<file path="config.mk">
export PLATFORM = sky130hd
export DESIGN_NAME = ycd_chan_lane
export DESIGN_NICKNAME = d
export VERILOG_FILES = /design/src/hw/rtl/ycd_pkg.sv /design/src/hw/rtl/ycd_chan_lane.sv
export SDC_FILE = /design/constraint.sdc
export NUM_CORES = 1
export LEC_CHECK = 0
export BUFFER_PORTS_ARGS = -buffer_cell sky130_fd_sc_hd__buf_2
export CAP_MARGIN = 20
export CORE_ASPECT_RATIO = 2
export CORE_MARGIN = 10
export CORE_UTILIZATION = 25
export DETAILED_ROUTE_END_ITERATION = 8
export PLACE_DENSITY = 0.47
export SYNTH_ARGS = -nofsm -noshare
export SYNTH_HDL_FRONTEND = slang
export SYNTH_SLANG_ARGS = --single-unit
</file>
<file path="constraint.sdc">
create_clock -name clk -period 6.8 [get_ports clk]
set_input_delay 1.36 -clock clk [delete_from_list [all_inputs] [get_ports clk]]
set_output_delay 1.36 -clock clk [all_outputs]
set_load 0.02 [all_outputs]
</file>
<file path="src/hw/rtl/ycd_pkg.sv">
`timescale 1ns / 1ps
// ----------------------------------------------------------------------------
// ycd_pkg
// shared types, widths and colour-space constants of the yiq colour delta
// ----------------------------------------------------------------------------
package ycd_pkg;

	localparam int COEF_FRAC_BITS_DEF = 16;

	localparam int CH_W    = 8;
	localparam int PROD_W  = 16;
	localparam int BLEND_W = 16;
	localparam int DCH_W   = 17;
	localparam int D_W     = 18;
	localparam int SQ_W    = 34;
	localparam int SQ_LO_W = 17;
	localparam int DIFF_W  = 26;

	// reciprocal of 255: floor(y * RECIP_K / 2^RECIP_SHIFT) == floor(y / 255) for y < 2^24
	localparam int                  RECIP_W     = 25;
	localparam int                  RECIP_SHIFT = 32;
	localparam logic [RECIP_W-1:0]  RECIP_K     = 25'd16843010;
	localparam int                  DIV_IN_W    = 24;
	localparam logic [DIV_IN_W-1:0] DIV_BIAS    = 24'd127;

	localparam logic [DIFF_W-1:0] DIFF_MAX = {1'b0, {(DIFF_W - 1){1'b1}}};

	typedef logic        [CH_W-1:0]    chan_t;
	typedef logic        [BLEND_W-1:0] blend_t;
	typedef logic signed [DCH_W-1:0]   dch_t;
	typedef logic signed [D_W-1:0]     d_t;
	typedef logic signed [DIFF_W-1:0]  diff_t;

	// stage advance strobes
	typedef struct packed {
		logic s1;
		logic s2;
		logic s3;
	} chan_adv_t;

	typedef struct packed {
		logic s4;
		logic s5;
		logic s6;
		logic s7;
		logic s8;
	} comp_adv_t;

	// yiq rows, then distance weights, in units of 1e-8
	localparam longint COEF_DEN = 100_000_000;
	localparam longint COEF_E8 [12] = '{
		29889531, 58662247, 11448223,
		59597799, 27417610, 32180189,
		21147017, 52261711, 31114694,
		50530000, 29900000, 19570000
	};
	// subtracted terms: i row green and blue, q row green
	localparam logic [11:0] COEF_NEG = 12'h0B0;

	function automatic longint coef_mag(int idx, int frac);
		return ((COEF_E8[idx] << frac) + COEF_DEN / 2) / COEF_DEN;
	endfunction

	function automatic longint coef_signed(int idx, int frac);
		longint m;
		m = coef_mag(idx, frac);
		return COEF_NEG[idx] ? -m : m;
	endfunction

endpackage

</file>
<file path="src/hw/rtl/ycd_chan_lane.sv">
`timescale 1ns / 1ps
// ----------------------------------------------------------------------------
// ycd_chan_lane
// one colour channel: blend both pixels over white, then take the difference
// ----------------------------------------------------------------------------
module ycd_chan_lane (
	input  logic                 clk,
	input  ycd_pkg::chan_adv_t   adv,
	input  ycd_pkg::chan_t       first_chan,
	input  ycd_pkg::chan_t       first_alpha,
	input  ycd_pkg::chan_t       second_chan,
	input  ycd_pkg::chan_t       second_alpha,
	output ycd_pkg::dch_t        dch_s3
);

	localparam int MUL_W = ycd_pkg::DIV_IN_W + ycd_pkg::RECIP_W;

	logic [ycd_pkg::PROD_W-1:0] p1_s1, p2_s1;
	ycd_pkg::chan_t             a1_s1, a2_s1;
	ycd_pkg::blend_t            b1_s2, b2_s2;
	logic [ycd_pkg::DIV_IN_W-1:0] y1_c, y2_c;
	logic [MUL_W-1:0]           m1_c, m2_c;
	ycd_pkg::blend_t            b1_c, b2_c;

	// stage 1: channel times alpha
	always_ff @(posedge clk) begin
		if (adv.s1) begin
			p1_s1 <= ycd_pkg::PROD_W'(first_chan) * ycd_pkg::PROD_W'(first_alpha);
			p2_s1 <= ycd_pkg::PROD_W'(second_chan) * ycd_pkg::PROD_W'(second_alpha);
			a1_s1 <= first_alpha;
			a2_s1 <= second_alpha;
		end
	end

	// stage 2: (255-a)*256 is exact, only c*a*256/255 needs the reciprocal
	always_comb begin
		y1_c = {p1_s1, 8'd0} + ycd_pkg::DIV_BIAS;
		y2_c = {p2_s1, 8'd0} + ycd_pkg::DIV_BIAS;
		m1_c = MUL_W'(y1_c) * MUL_W'(ycd_pkg::RECIP_K);
		m2_c = MUL_W'(y2_c) * MUL_W'(ycd_pkg::RECIP_K);
		b1_c = {~a1_s1, 8'd0} + m1_c[ycd_pkg::RECIP_SHIFT +: ycd_pkg::BLEND_W];
		b2_c = {~a2_s1, 8'd0} + m2_c[ycd_pkg::RECIP_SHIFT +: ycd_pkg::BLEND_W];
	end

	always_ff @(posedge clk) begin
		if (adv.s2) begin
			b1_s2 <= b1_c;
			b2_s2 <= b2_c;
		end
	end

	// stage 3: signed difference
	always_ff @(posedge clk) begin
		if (adv.s3) begin
			dch_s3 <= $signed({1'b0, b1_s2}) - $signed({1'b0, b2_s2});
		end
	end

endmodule

</file>
**Yosys cells after proc, flatten, opt, wreduce, memory -nomap -nowiden**

Cells that the tools add are included.

- Add/subtract/negate cells: 5
- Multiply operators: 4
- Bitwise gates (word level): 2

Operators by type and width:

| kind | number |
|---|---|
| $mul A24 B24 Y47 const B | 2 |
| $add A24 B7 Y24 const B | 2 |
| $add A16 B16 Y16 | 2 |
| $mul A8 B8 Y16 | 2 |
| $sub A16 B16 Y17 | 1 |
| $not A8 Y8 | 2 |

- Bits in registers: 97
- Input bits: 36
- Output and inout port bits: 17
- Logic and storage cells: 18

**Depth between registers and ports, before layout**

- Depth after elaboration: 3
- Gate-level depth with buffers: 26
- Gate-level depth less buffers: 26

**Worst setup path after synthesis**

No wires, ideal clock.

- Kind: reg2reg
- Start point: register p2_s1[13] (netlist bit)
- End point: register b2_s2[15], data pin
- Arrival time: 5.055 ns
- Data required time: 6.540 ns
- Setup slack: 1.486 ns
- Stages on the path, launching flop included: 25
- Period minus slack after synthesis: 5.314 ns
- Cell sequence: edfxtp_1 > ha_1 > ha_1 > inv_1 > fa_1 > ha_1 > ha_1 > a21o_1 > a21o_1 > a221o_1 > nand3_1 > o2111ai_2 > a31o_2 > nand2_1 > nand2_1 > xor2_1 > ha_1 > a21o_1 > a21oi_1 > o21bai_1 > a21oi_1 > o21bai_1 > a21oi_1 > xnor2_1 > xnor2_1

- Word-level cells in the longest chain between the ends: 3

Ends and longest elaborated chain:

| what | line | RTL |
|---|---|---|
| start: declaration | ycd_chan_lane.sv:18 | `logic [ycd_pkg::PROD_W-1:0] p1_s1, p2_s1;` |
| start signal: assignment | ycd_chan_lane.sv:29 | `p2_s1 <= ycd_pkg::PROD_W'(second_chan) * ycd_pkg::PROD_W'(second_alpha);` |
| $add A24 B7 Y24 | ycd_chan_lane.sv:38 | `y2_c = {p2_s1, 8'd0} + ycd_pkg::DIV_BIAS;` |
| $mul A24 B24 Y47 | ycd_chan_lane.sv:40 | `m2_c = MUL_W'(y2_c) * MUL_W'(ycd_pkg::RECIP_K);` |
| $add A16 B16 Y16 | ycd_chan_lane.sv:42 | `b2_c = {~a2_s1, 8'd0} + m2_c[ycd_pkg::RECIP_SHIFT +: ycd_pkg::BLEND_W];` |
| net b2_c[15] | ycd_chan_lane.sv:23 | `ycd_pkg::blend_t b1_c, b2_c;` |
| end signal: assignment | ycd_chan_lane.sv:48 | `b2_s2 <= b2_c;` |
| end: declaration | ycd_chan_lane.sv:20 | `ycd_pkg::blend_t b1_s2, b2_s2;` |

The timed path passes the listed nets, and every way through them passes these cells.
A chain may end at the register's enable or synchronous reset.

**Worst setup path in the final report**

- Start point: register p2_s1[2] (netlist bit)
- End point: register b2_s2[15], data pin

Same word-level chain as after synthesis.

==> run metrics <==
status finished clean; final hold viol count 0; fillers 5744; Worst Path Max Fanout 4; Post-synth ARST share 0%; Starting DRT DRC Count 276; setup tns final 0 ns; CTS resizes 0; DIE WIDTH 186 um; worst-case clock skew around 0.016 ns; Hold Path Class reg2reg; Post-synth top cells ha_1, inv_1, fa_1; DR pass1 iterations 4; Root Buffer clkbuf_16; hold buffers post-CTS 0; ANT cells 0; Hold Path Stages 2; Initial Util 25.3%; Worst slew margin around 50%; Rows 121; Yosys warning total 0; global route overflow 0; initial antenna violation count 0; count leader, synth ha_1; Synth Area in Adders about 50%; Die ar. 65400 sq um; sequential share of the synthesized area 21.2%; RSZ-0062 raised after global routing no; Slew Viols, Final 0; footprint of the multi-input gates between 9000 and 10000 sq um; cell area after synthesis 13800 sq um; top_reg_cell synth edfxtp_1; Slew @ Worst Pin 0.751 ns; FF-to-FF path depth 26; Post-synth EDFFs 97; Via density 4.45; Post-Synth Simple-Gate Area ~10%; core box area 54500 sq um; syn nets 1837; Max Cap Viol 0; ranking of synthesized cells by area ha_1, edfxtp_1, fa_1; GRT Overall Usage approximately 10%; post-DR wirelength/cell ~15 um; pin count of the biggest net entering global routing 49; synthesized area per cell 10.4 sq um; Synth Area in XOR/XNOR 4.52%; H-Tree Depth 3; final cycle utilization of the critical path 86.1%; final worst path period need 5.85 ns; routed wire length roughly 31 mm; Yosys cell types 58; clk buf depth 2; clock latency on the worst-skew pair 0.37 ns; path type of the worst setup path reg2reg; share of layout cells above drive strength 1 ~6.7%; vias in the first global route 10300; postcts setup bufs 0; multiplexer area fraction after synthesis 0.0727%; Synth Instances 1324; largest family of logic cells by synthesized area adder cells; Port Buffers 52; CTS sink cnt 97; Worst setup EP type register; cts bufs inserted 9; vias post-DR 9201; CTS tree yes; leading area contributor after synthesis ha_1; clk slew on worst S/H paths 0.08 ns; complex-gate fraction of the synthesized area 8.90%; Post-route DRC 0; first-pass GRT wire length roughly 52 mm; worst path required time 6.93 ns; FMAX 0.171 GHz; post-synth top area share 34.0%; IO Count 53; Startpoint Class register; Final setup viols 0; Final nets 1900; Area Overhead vs Synth 10.0%; Reg area 2910 sq um; Routed Antenna Nets 0; crit path DAT 5.98 ns; dpl hpwl 27.5 mm; Die Y 352 um; routability cong. 0.805; flip-flop and latch count after synthesis 97
==> path summary, 6_finish.rpt <==
check	startpoint	slack [ns]	to
setup / recovery	p2_s1[2]	0.95	b2_s2[15]
hold reg to reg	b2_s2[0]	0.66	dch_s3[0]
setup reg to reg	p2_s1[2]	0.95	b2_s2[15]
hold / removal	b2_s2[0]	0.66	dch_s3[0]
==> sequential cells by signal, summed over array words and instances, names as in the netlist <==
register	count
a1_s1	8
p2_s1	16
a2_s1	8
dch_s3	17
b2_s2	16
b1_s2	16
p1_s1	16
==> cell families (layout without fill, tap and decap cells) <==
| kind of cell | Yosys count | in the layout |
|---|---|---|
| buffers and inverters | 236 | 303 |
| adders and majority gates | 477 | 477 |
| xor gates and xnor gates | 71 | 71 |
| AOI/OAI and AO/OA | 176 | 176 |
| DFF | 97 | 97 |
| and+or+nand+nor | 266 | 266 |
| muxes | 1 | 1 |
==> critical path: stages, from the launching register on <==
cell       delay (ns)
edfxtp_1         0.49
inv_1            0.07
ha_1             0.30
inv_1            0.05
fa_1             0.48
inv_1            0.05
fa_1             0.47
ha_1             0.31
ha_1             0.32
a21o_1           0.17
a21o_1           0.17
a21oi_1          0.23
nand2b_1         0.16
o2111ai_2        0.19
a31o_2           0.32
nand2_1          0.07
nand2_1          0.09
xor2_1           0.16
ha_1             0.28
a21o_1           0.18
a21oi_1          0.22
o21bai_1         0.09
a21oi_1          0.22
o21bai_1         0.09
a21oi_1          0.17
xnor2_1          0.15
xnor2_1          0.09
==> area by class of cell <==
| cell class | instances | share of cell area, % |
|---|---|---|
| Tap cell | 676 | 5.58 |
| Timing Repair Buffer | 53 | 1.77 |
| Clock buffer | 10 | 1.51 |
| Clock inverter | 5 | 0.297 |
| Inverter | 235 | 5.82 |
| Sequential cell | 97 | 19.2 |
| Multi-Input combinational cell | 991 | 65.8 |
==> through the flow <==
step | area, sq um | hold slack, ns | utilization (%) | cells | setup WS, ns
6_report | 15200 | 0.663 | 27.8 | 2067 | 0.949
2_1_floorplan | 13800 | 0.607 | - | 1324 | 1.49
4_1_cts | 15200 | 0.662 | 27.8 | 2067 | 0.901
3_3_place_gp | 14900 | 0.648 | 27.3 | 2052 | 0.965
3_5_place_dp | 14900 | 0.651 | 27.3 | 2052 | 0.915
5_1_grt | 15200 | 0.694 | 27.8 | 2067 | 0.523
==> per-layer routing <==
metal | vias up | routed length, um | track usage (%)
li1 | 4646 | - | -
met1 | 4416 | 11800 | 10.1
met2 | 103 | 17900 | 20.0
met3 | 36 | 608 | 1.22
met4 | 0 | 735 | 3.52
met5 | - | 0 | 0
==> placed cells by master, fill, tap and decap left out, types with 6 or more instances in the layout <==
| cell type | count |
|---|---|
| and2_1 | 73 |
| nand2_1 | 96 |
| clkbuf_16 | 9 |
| o21ai_1 | 7 |
| nand3_1 | 6 |
| buf_2 | 52 |
| o21bai_1 | 6 |
| fa_1 | 103 |
| a31oi_1 | 12 |
| xnor2_1 | 55 |
| inv_1 | 235 |
| nor2b_1 | 8 |
| and3_1 | 8 |
| edfxtp_1 | 97 |
| o211ai_1 | 6 |
| ha_1 | 374 |
| nand4_1 | 8 |
| a21o_1 | 30 |
| or3_1 | 7 |
| o21ai_0 | 22 |
| nor3_1 | 9 |
| a21oi_1 | 44 |
| xor2_1 | 16 |
| or2_2 | 7 |
| nor2_1 | 31 |
Power is left out: the tool's default activity adds up to more than one toggle a clock period on the data nets, which glitch-free logic cannot reach.
