`config.mk`:
```
export PLATFORM = sky130hd
export DESIGN_NAME = ycd_comp_lane
export DESIGN_NICKNAME = d
export VERILOG_FILES = /design/src/hw/rtl/ycd_pkg.sv /design/src/hw/rtl/ycd_comp_lane.sv
export SDC_FILE = /design/constraint.sdc
export NUM_CORES = 2
export LEC_CHECK = 0
export BUFFER_PORTS_ARGS = -buffer_cell sky130_fd_sc_hd__clkbuf_2
export CAP_MARGIN = 20
export CORE_UTILIZATION = 40
export CTS_BUF_LIST = sky130_fd_sc_hd__clkbuf_16
export DETAILED_ROUTE_END_ITERATION = 10
export PLACE_DENSITY = 0.54
export SLEW_MARGIN = 5
export SYNTH_ARGS = -nofsm -noshare
export SYNTH_HDL_FRONTEND = slang
export SYNTH_SLANG_ARGS = --single-unit
```
`constraint.sdc`:
```
create_clock -name clk -period 19.6 [get_ports clk]
set_clock_uncertainty 0.2 [all_clocks]
set_input_delay 1.96 -clock clk [delete_from_list [all_inputs] [get_ports clk]]
set_output_delay 1.96 -clock clk [all_outputs]
set_load 0.02 [all_outputs]
```
`src/hw/rtl/ycd_pkg.sv`:
```
`timescale 1ns / 1ps
// ----------------------------------------------------------------------------
// ycd_pkg
// shared types, widths and colour-space constants of the yiq colour delta
// ----------------------------------------------------------------------------
package ycd_pkg;

	localparam int COEF_FRAC_BITS_DEF = 16;

	localparam int CH_W    = 8;
	localparam int PROD_W  = 16;
	localparam int BLEND_W = 16;
	localparam int DCH_W   = 17;
	localparam int D_W     = 18;
	localparam int SQ_W    = 34;
	localparam int SQ_LO_W = 17;
	localparam int DIFF_W  = 26;

	// reciprocal of 255: floor(y * RECIP_K / 2^RECIP_SHIFT) == floor(y / 255) for y < 2^24
	localparam int                  RECIP_W     = 25;
	localparam int                  RECIP_SHIFT = 32;
	localparam logic [RECIP_W-1:0]  RECIP_K     = 25'd16843010;
	localparam int                  DIV_IN_W    = 24;
	localparam logic [DIV_IN_W-1:0] DIV_BIAS    = 24'd127;

	localparam logic [DIFF_W-1:0] DIFF_MAX = {1'b0, {(DIFF_W - 1){1'b1}}};

	typedef logic        [CH_W-1:0]    chan_t;
	typedef logic        [BLEND_W-1:0] blend_t;
	typedef logic signed [DCH_W-1:0]   dch_t;
	typedef logic signed [D_W-1:0]     d_t;
	typedef logic signed [DIFF_W-1:0]  diff_t;

	// stage advance strobes
	typedef struct packed {
		logic s1;
		logic s2;
		logic s3;
	} chan_adv_t;

	typedef struct packed {
		logic s4;
		logic s5;
		logic s6;
		logic s7;
		logic s8;
	} comp_adv_t;

	// yiq rows, then distance weights, in units of 1e-8
	localparam longint COEF_DEN = 100_000_000;
	localparam longint COEF_E8 [12] = '{
		29889531, 58662247, 11448223,
		59597799, 27417610, 32180189,
		21147017, 52261711, 31114694,
		50530000, 29900000, 19570000
	};
	// subtracted terms: i row green and blue, q row green
	localparam logic [11:0] COEF_NEG = 12'h0B0;

	function automatic longint coef_mag(int idx, int frac);
		return ((COEF_E8[idx] << frac) + COEF_DEN / 2) / COEF_DEN;
	endfunction

	function automatic longint coef_signed(int idx, int frac);
		longint m;
		m = coef_mag(idx, frac);
		return COEF_NEG[idx] ? -m : m;
	endfunction

endpackage

```
`src/hw/rtl/ycd_comp_lane.sv`:
```
`timescale 1ns / 1ps
// ----------------------------------------------------------------------------
// ycd_comp_lane
// one yiq component: matrix row, rounding, square and distance weight
// ----------------------------------------------------------------------------
module ycd_comp_lane #(
	parameter int ROW            = 0,
	parameter int COEF_FRAC_BITS = ycd_pkg::COEF_FRAC_BITS_DEF
) (
	input  logic               clk,
	input  ycd_pkg::comp_adv_t adv,
	input  ycd_pkg::dch_t      dch [3],
	output ycd_pkg::d_t        d_s5,
	output logic [COEF_FRAC_BITS+ycd_pkg::SQ_W-1:0] weighted_s8
);

	localparam int CW   = COEF_FRAC_BITS + 1;
	localparam int PW   = CW + ycd_pkg::DCH_W;
	localparam int SW   = PW + 2;
	localparam int WW   = COEF_FRAC_BITS;
	localparam int WPW  = WW + ycd_pkg::SQ_LO_W;
	localparam int HI_W = ycd_pkg::SQ_W - ycd_pkg::SQ_LO_W;
	localparam int OW   = WW + ycd_pkg::SQ_W;

	localparam logic signed [CW-1:0] COEF [3] = '{
		CW'(ycd_pkg::coef_signed(ROW * 3 + 0, COEF_FRAC_BITS)),
		CW'(ycd_pkg::coef_signed(ROW * 3 + 1, COEF_FRAC_BITS)),
		CW'(ycd_pkg::coef_signed(ROW * 3 + 2, COEF_FRAC_BITS))
	};
	localparam logic [WW-1:0] WEIGHT =
		WW'(ycd_pkg::coef_mag(9 + ROW, COEF_FRAC_BITS));
	localparam logic signed [SW-1:0] HALF =
		SW'(longint'(1) << (COEF_FRAC_BITS - 1));

	logic signed [PW-1:0]            prod_s4 [3];
	logic signed [SW-1:0]            sum_c, rnd_c;
	logic signed [2*ycd_pkg::D_W-1:0] sq_c;
	logic [ycd_pkg::SQ_W-1:0]        sq_s6;
	logic [WPW-1:0]                  wlo_s7, whi_s7;

	// stage 4: three products of the row
	always_ff @(posedge clk) begin
		if (adv.s4) begin
			for (int j = 0; j < 3; j++) begin
				prod_s4[j] <= PW'(COEF[j]) * PW'(dch[j]);
			end
		end
	end

	// stage 5: sum and round to q8, ties away from zero
	always_comb begin
		sum_c = SW'(prod_s4[0]) + SW'(prod_s4[1]) + SW'(prod_s4[2]);
		rnd_c = sum_c + HALF - $signed(SW'(sum_c[SW-1]));
	end

	always_ff @(posedge clk) begin
		if (adv.s5) begin
			d_s5 <= ycd_pkg::D_W'(rnd_c >>> COEF_FRAC_BITS);
		end
	end

	// stage 6: square
	assign sq_c = d_s5 * d_s5;

	always_ff @(posedge clk) begin
		if (adv.s6) begin
			sq_s6 <= sq_c[ycd_pkg::SQ_W-1:0];
		end
	end

	// stage 7: weight times square, split into two partial products
	always_ff @(posedge clk) begin
		if (adv.s7) begin
			wlo_s7 <= WPW'(WEIGHT) * WPW'(sq_s6[ycd_pkg::SQ_LO_W-1:0]);
			whi_s7 <= WPW'(WEIGHT) * WPW'(sq_s6[ycd_pkg::SQ_LO_W +: HI_W]);
		end
	end

	// stage 8: recombine
	always_ff @(posedge clk) begin
		if (adv.s8) begin
			weighted_s8 <= (OW'(whi_s7) << ycd_pkg::SQ_LO_W) + OW'(wlo_s7);
		end
	end

endmodule

```
# == Word level (Yosys, flattened, before mapping) ==
# Memories as Yosys holds them, arrays and structs flattened.
# Cells that the tools add are included.
# totals
register_bits,168
input_bits,57
ramBits,102
mem_count,1
elab_cells,19
output_inout_bits,68
# memory_table
name,words,width,read_ports,rd_clocked_by_memory_dff,wr,line,source
prod_s4,3,34,3,0,3,ycd_comp_lane.sv:35,logic signed [PW-1:0] prod_s4 [3];
# classes
add_sub_neg,5
multipliers,6
muxes,2
# ops
op,n
$mul 16x17->33 const A,2
$mul 14x17->31 const A,2
$add 50x33->50,1
$add 35x34->36,1
$add 34x34->35,1
$add 34x17->34 const B,1
$mul 17x17->34 const A,1
$mul 18x18->34,1
$sub 34x2->34,1
$mux 1,2

# == Logic depth before layout (Yosys ltp) ==
# An unclocked memory read counts as a cell.
# logic_depth
ltp_word,5
ltp_mapped,29
ltp_nobuf,27

# == Worst setup path after synthesis ==
# OpenSTA, ideal clock, no wires.
# synth_timing
kind,input -> register
start,in dch[19] in the netlist's numbering
end,"mem prod_s4[0][67] in the netlist's numbering, data pin"
setup_ns,0.259
path_buffers,0
path_slack_ns,12.101
required_time_ns,19.141
cell_stages,21
arrival_time_ns,7.039
cell_sequence,ha_1 -> ha_1 -> inv_1 -> fa_1 -> fa_1 -> inv_1 -> fa_1 -> fa_1 -> ha_1 -> a21o_1 -> a21o_1 -> a21oi_1 -> nor3b_1 -> a21oi_1 -> a211o_1 -> a221o_1 -> nor4_1 -> nor3_1 -> a211oi_1 -> a21oi_1 -> xnor2_1
# synth_lines
item,line,source
from (decl),ycd_comp_lane.sv:12,"input ycd_pkg::dch_t dch [3],"
to (decl),ycd_comp_lane.sv:35,

# == Final worst setup path ==
# layout_timing
start,reg d_s5[4]
end,"reg sq_s6[32] in the netlist's numbering, data pin"
# layout_between
elab_chain_len,1
# layout_lines
item,line,source
from (decl),ycd_comp_lane.sv:13,"output ycd_pkg::d_t d_s5,"
from (signal assigned),ycd_comp_lane.sv:58,d_s5 <= ycd_pkg::D_W'(rnd_c >>> COEF_FRAC_BITS);
$mul 18x18->34,ycd_comp_lane.sv:63,assign sq_c = d_s5 * d_s5;
net sq_c (one bit),ycd_comp_lane.sv:37,logic signed [2*ycd_pkg::D_W-1:0] sq_c;
to (signal assigned),ycd_comp_lane.sv:67,sq_s6 <= sq_c[ycd_pkg::SQ_W-1:0];
to (decl),ycd_comp_lane.sv:38,logic [ycd_pkg::SQ_W-1:0] sq_s6;
# The timed path passes the listed nets, and every way through them passes these cells.
# A chain may end at the register's enable or synchronous reset.

==> reports/qor.txt <==
Post-Syn Area - 43480 um^2
largest net degree at the start of global routing - 71
crit path time final - 8.247 ns
# Post-CTS Setup Buffers - 0
Worst path most repeated cell - fa_1
status - finished clean
synthesized area per cell - 10.38 um^2
number of enable flip-flop cells after synthesis - 261
CTS tree - yes
wire length of the first global-routing pass - 154500 um
required time of the critical path - 19.73 ns
initial antenna violation count - 2
Slew Viols, Final - 0
Die ar. - 110000 um^2
count of buffer and inverter cells on the critical path - 5
worst r2r src - d_s5[4]
CTS max path bufs - 3
IO buf count - 124
Skew-Pair Late Insertion Delay - 0.59 ns
DR vias - 27573
final wirelength - 91070 um
gr ovfl total - 0
CP peak stage delay - 0.82 ns
CTS Buf Count - 29
Fmax - 121.3 MHz
area share of the largest cell type after synthesis - 0.3131
CTS sink cnt - 261
main flop type after synthesis - edfxtp_1
final setup fails - 0
cts hold-fix bufs - 0
ys async rst share - 0
Clock H-tree levels - 1
setup TNS - 0 ns
vias per cell - 4.804
WL/cell - 15.87 um
Antenna Violating Nets Remaining - 0
CP endpoint kind - register
Yosys warning total - 0
DR pass1 iterations - 5
Final period util - 0.4208
clk slew on worst S/H paths - 0.06 ns
DRC Markers - 0
sequential share of the synthesized area - 0.1803
Synth cell types - 76
Syn Inst Count - 4189
number of global-route vias before repair - 29557
hpwl dp - 78670 um
Root Driver - clkbuf_16
Initial Util - 0.4050
Hold Crit Class - register to register
Startpoint Class - register
CP Data Arrival Time - 8.38 ns
area leader, netlist - fa_1
startpoint of the worst hold path - wlo_s7[15]
Final Net Count - 5804
Worst Max-Slew Pin Slew - 1.005 ns
crit path from - d_s5[4]
gpl congestion - 0.8697
I/O pin total - 125
total track usage - 0.1735
core area - 107400 um^2
Slowest cell on crit path - edfxtp_1
Resized Gates After CTS - 0
RSZ-0062 raised after global routing - no
Die Span X - 331.7 um
Die H - 331.7 um
Max Fanout on Critical Path - 15
max_slew headroom - 0.3300
CP delay by family, top - adder cells
Worst Setup Path Type - register to register
ranking of synthesized cells by area - fa_1 31%, ha_1 22%, edfxtp_1 18%
Fill cells - 10266
initial DRC count - 1123
antenna diode count - 0
share of layout cells above drive strength 1 - 0.04613
Seq cells post-synth - 261
row cnt - 120
Layout area overhead - 7.431%
most common cell after layout, fill and taps aside - inv_1
final hold viol count - 0
commonest non-fill, non-tap cells in the layout - 1072 x inv_1, 751 x ha_1, 680 x fa_1
Max-Cap Viols - 0
-- metrics by stage --
stage | setup slack, ns | util | std cells | hold WS, ns | area (um^2)
finish | 11.35 | 0.4351 | 5739 | 0.2170 | 46710
global route | 10.84 | 0.4351 | 5739 | 0.2263 | 46710
CTS | 11.38 | 0.4351 | 5739 | 0.2198 | 46710
detailed placement | 11.28 | 0.4263 | 5688 | 0.2052 | 45760
global placement | 11.33 | 0.4263 | 5688 | 0.2028 | 45760
floorplan | 12.10 | - | 4193 | 0.2003 | 43490
-- final timing paths --
path	end	slack, ns	depth (start not counted)
setup / recovery	sq_s6[32]	11.35	25
hold / removal	weighted_s8[15]	0.22	0
setup reg to reg	sq_s6[32]	11.35	25
hold reg to reg	weighted_s8[15]	0.22	0
-- kinds of logic (layout without fill, tap and decap cells) --
| logic type | after synthesis | in the layout | synth area share |
|---|---|---|---|
| xor gates and xnor gates | 239 | 239 | 0.04846 |
| adders and majority gates | 1431 | 1431 | 0.5293 |
| buffers and inverters | 1107 | 1250 | 0.09575 |
| AOI/OAI and AO/OA | 528 | 528 | 0.07831 |
| other | 2 | 6 | 0.0001727 |
| DFF | 261 | 261 | 0.1803 |
| and+or+nand+nor | 618 | 618 | 0.06706 |
| muxes | 3 | 3 | 0.0007195 |
-- registers in the layout, indices dropped and copies added (netlist names) --
signal and cells:
wlo_s7 32, whi_s7 33, prod_s4 96, d_s5 18
weighted_s8 49, sq_s6 33
-- cell type report --
cell class | instances | area (um^2) | area share
Clock buffer | 29 | 725.7 | 0.01554
Clock inverter | 22 | 220.2 | 0.004715
Inverter | 1070 | 4016 | 0.08599
Multi-Input combinational cell | 2825 | 31490 | 0.6742
Sequential cell | 261 | 7838 | 0.1678
Tap cell | 1403 | 1755 | 0.03758
Timing Repair Buffer | 129 | 660.6 | 0.01414
-- worst register-to-register path, stage by stage (launching register included) --
cell	delay (ns)
edfxtp_1	0.82
inv_1	0.34
nor2_1	0.35
fa_1	0.50
fa_1	0.54
inv_1	0.06
fa_1	0.40
fa_1	0.48
inv_1	0.05
fa_1	0.52
inv_1	0.05
fa_1	0.47
inv_1	0.04
ha_1	0.32
and3_1	0.24
a221oi_2	0.37
o21bai_1	0.10
a41o_1	0.24
a221oi_1	0.41
a21oi_1	0.20
o2111a_1	0.28
o41ai_1	0.38
a21oi_1	0.16
a21o_1	0.20
a21oi_1	0.17
xnor2_1	0.10
-- routing by layer --
layer | GRT usage | vias up | routed length (um) | part of all wire
met2 | 0.2913 | 338 | 42100 | 0.46
met4 | 0.02632 | 2 | 1182 | 0.013
met3 | 0.02008 | 66 | 3212 | 0.035
met5 | 0 | - | 19 | 0.00021
met1 | 0.2446 | 13486 | 44550 | 0.49
li1 | - | 13681 | - | -
-- cell usage after synthesis, drive strengths merged, types with 7 or more instances --
library cell and count:
xor2 65, nand3 46, a31oi 13, edfxtp 261
a21o 62, fa 680, nand2 207, o21a 31
and3 17, nand2b 32, and2 48, ha 751
a21oi 173, nand4 16, a211oi 17, xnor2 173
inv 1070, nor2b 31, o21ai 105, o31ai 9
nor4 7, clkbuf 33, or3 7, nor3 30
nor2 156, o21bai 36, a21boi 12
Power is left out: the tool's default activity adds up to more than one toggle a clock period on the data nets, which glitch-free logic cannot reach.
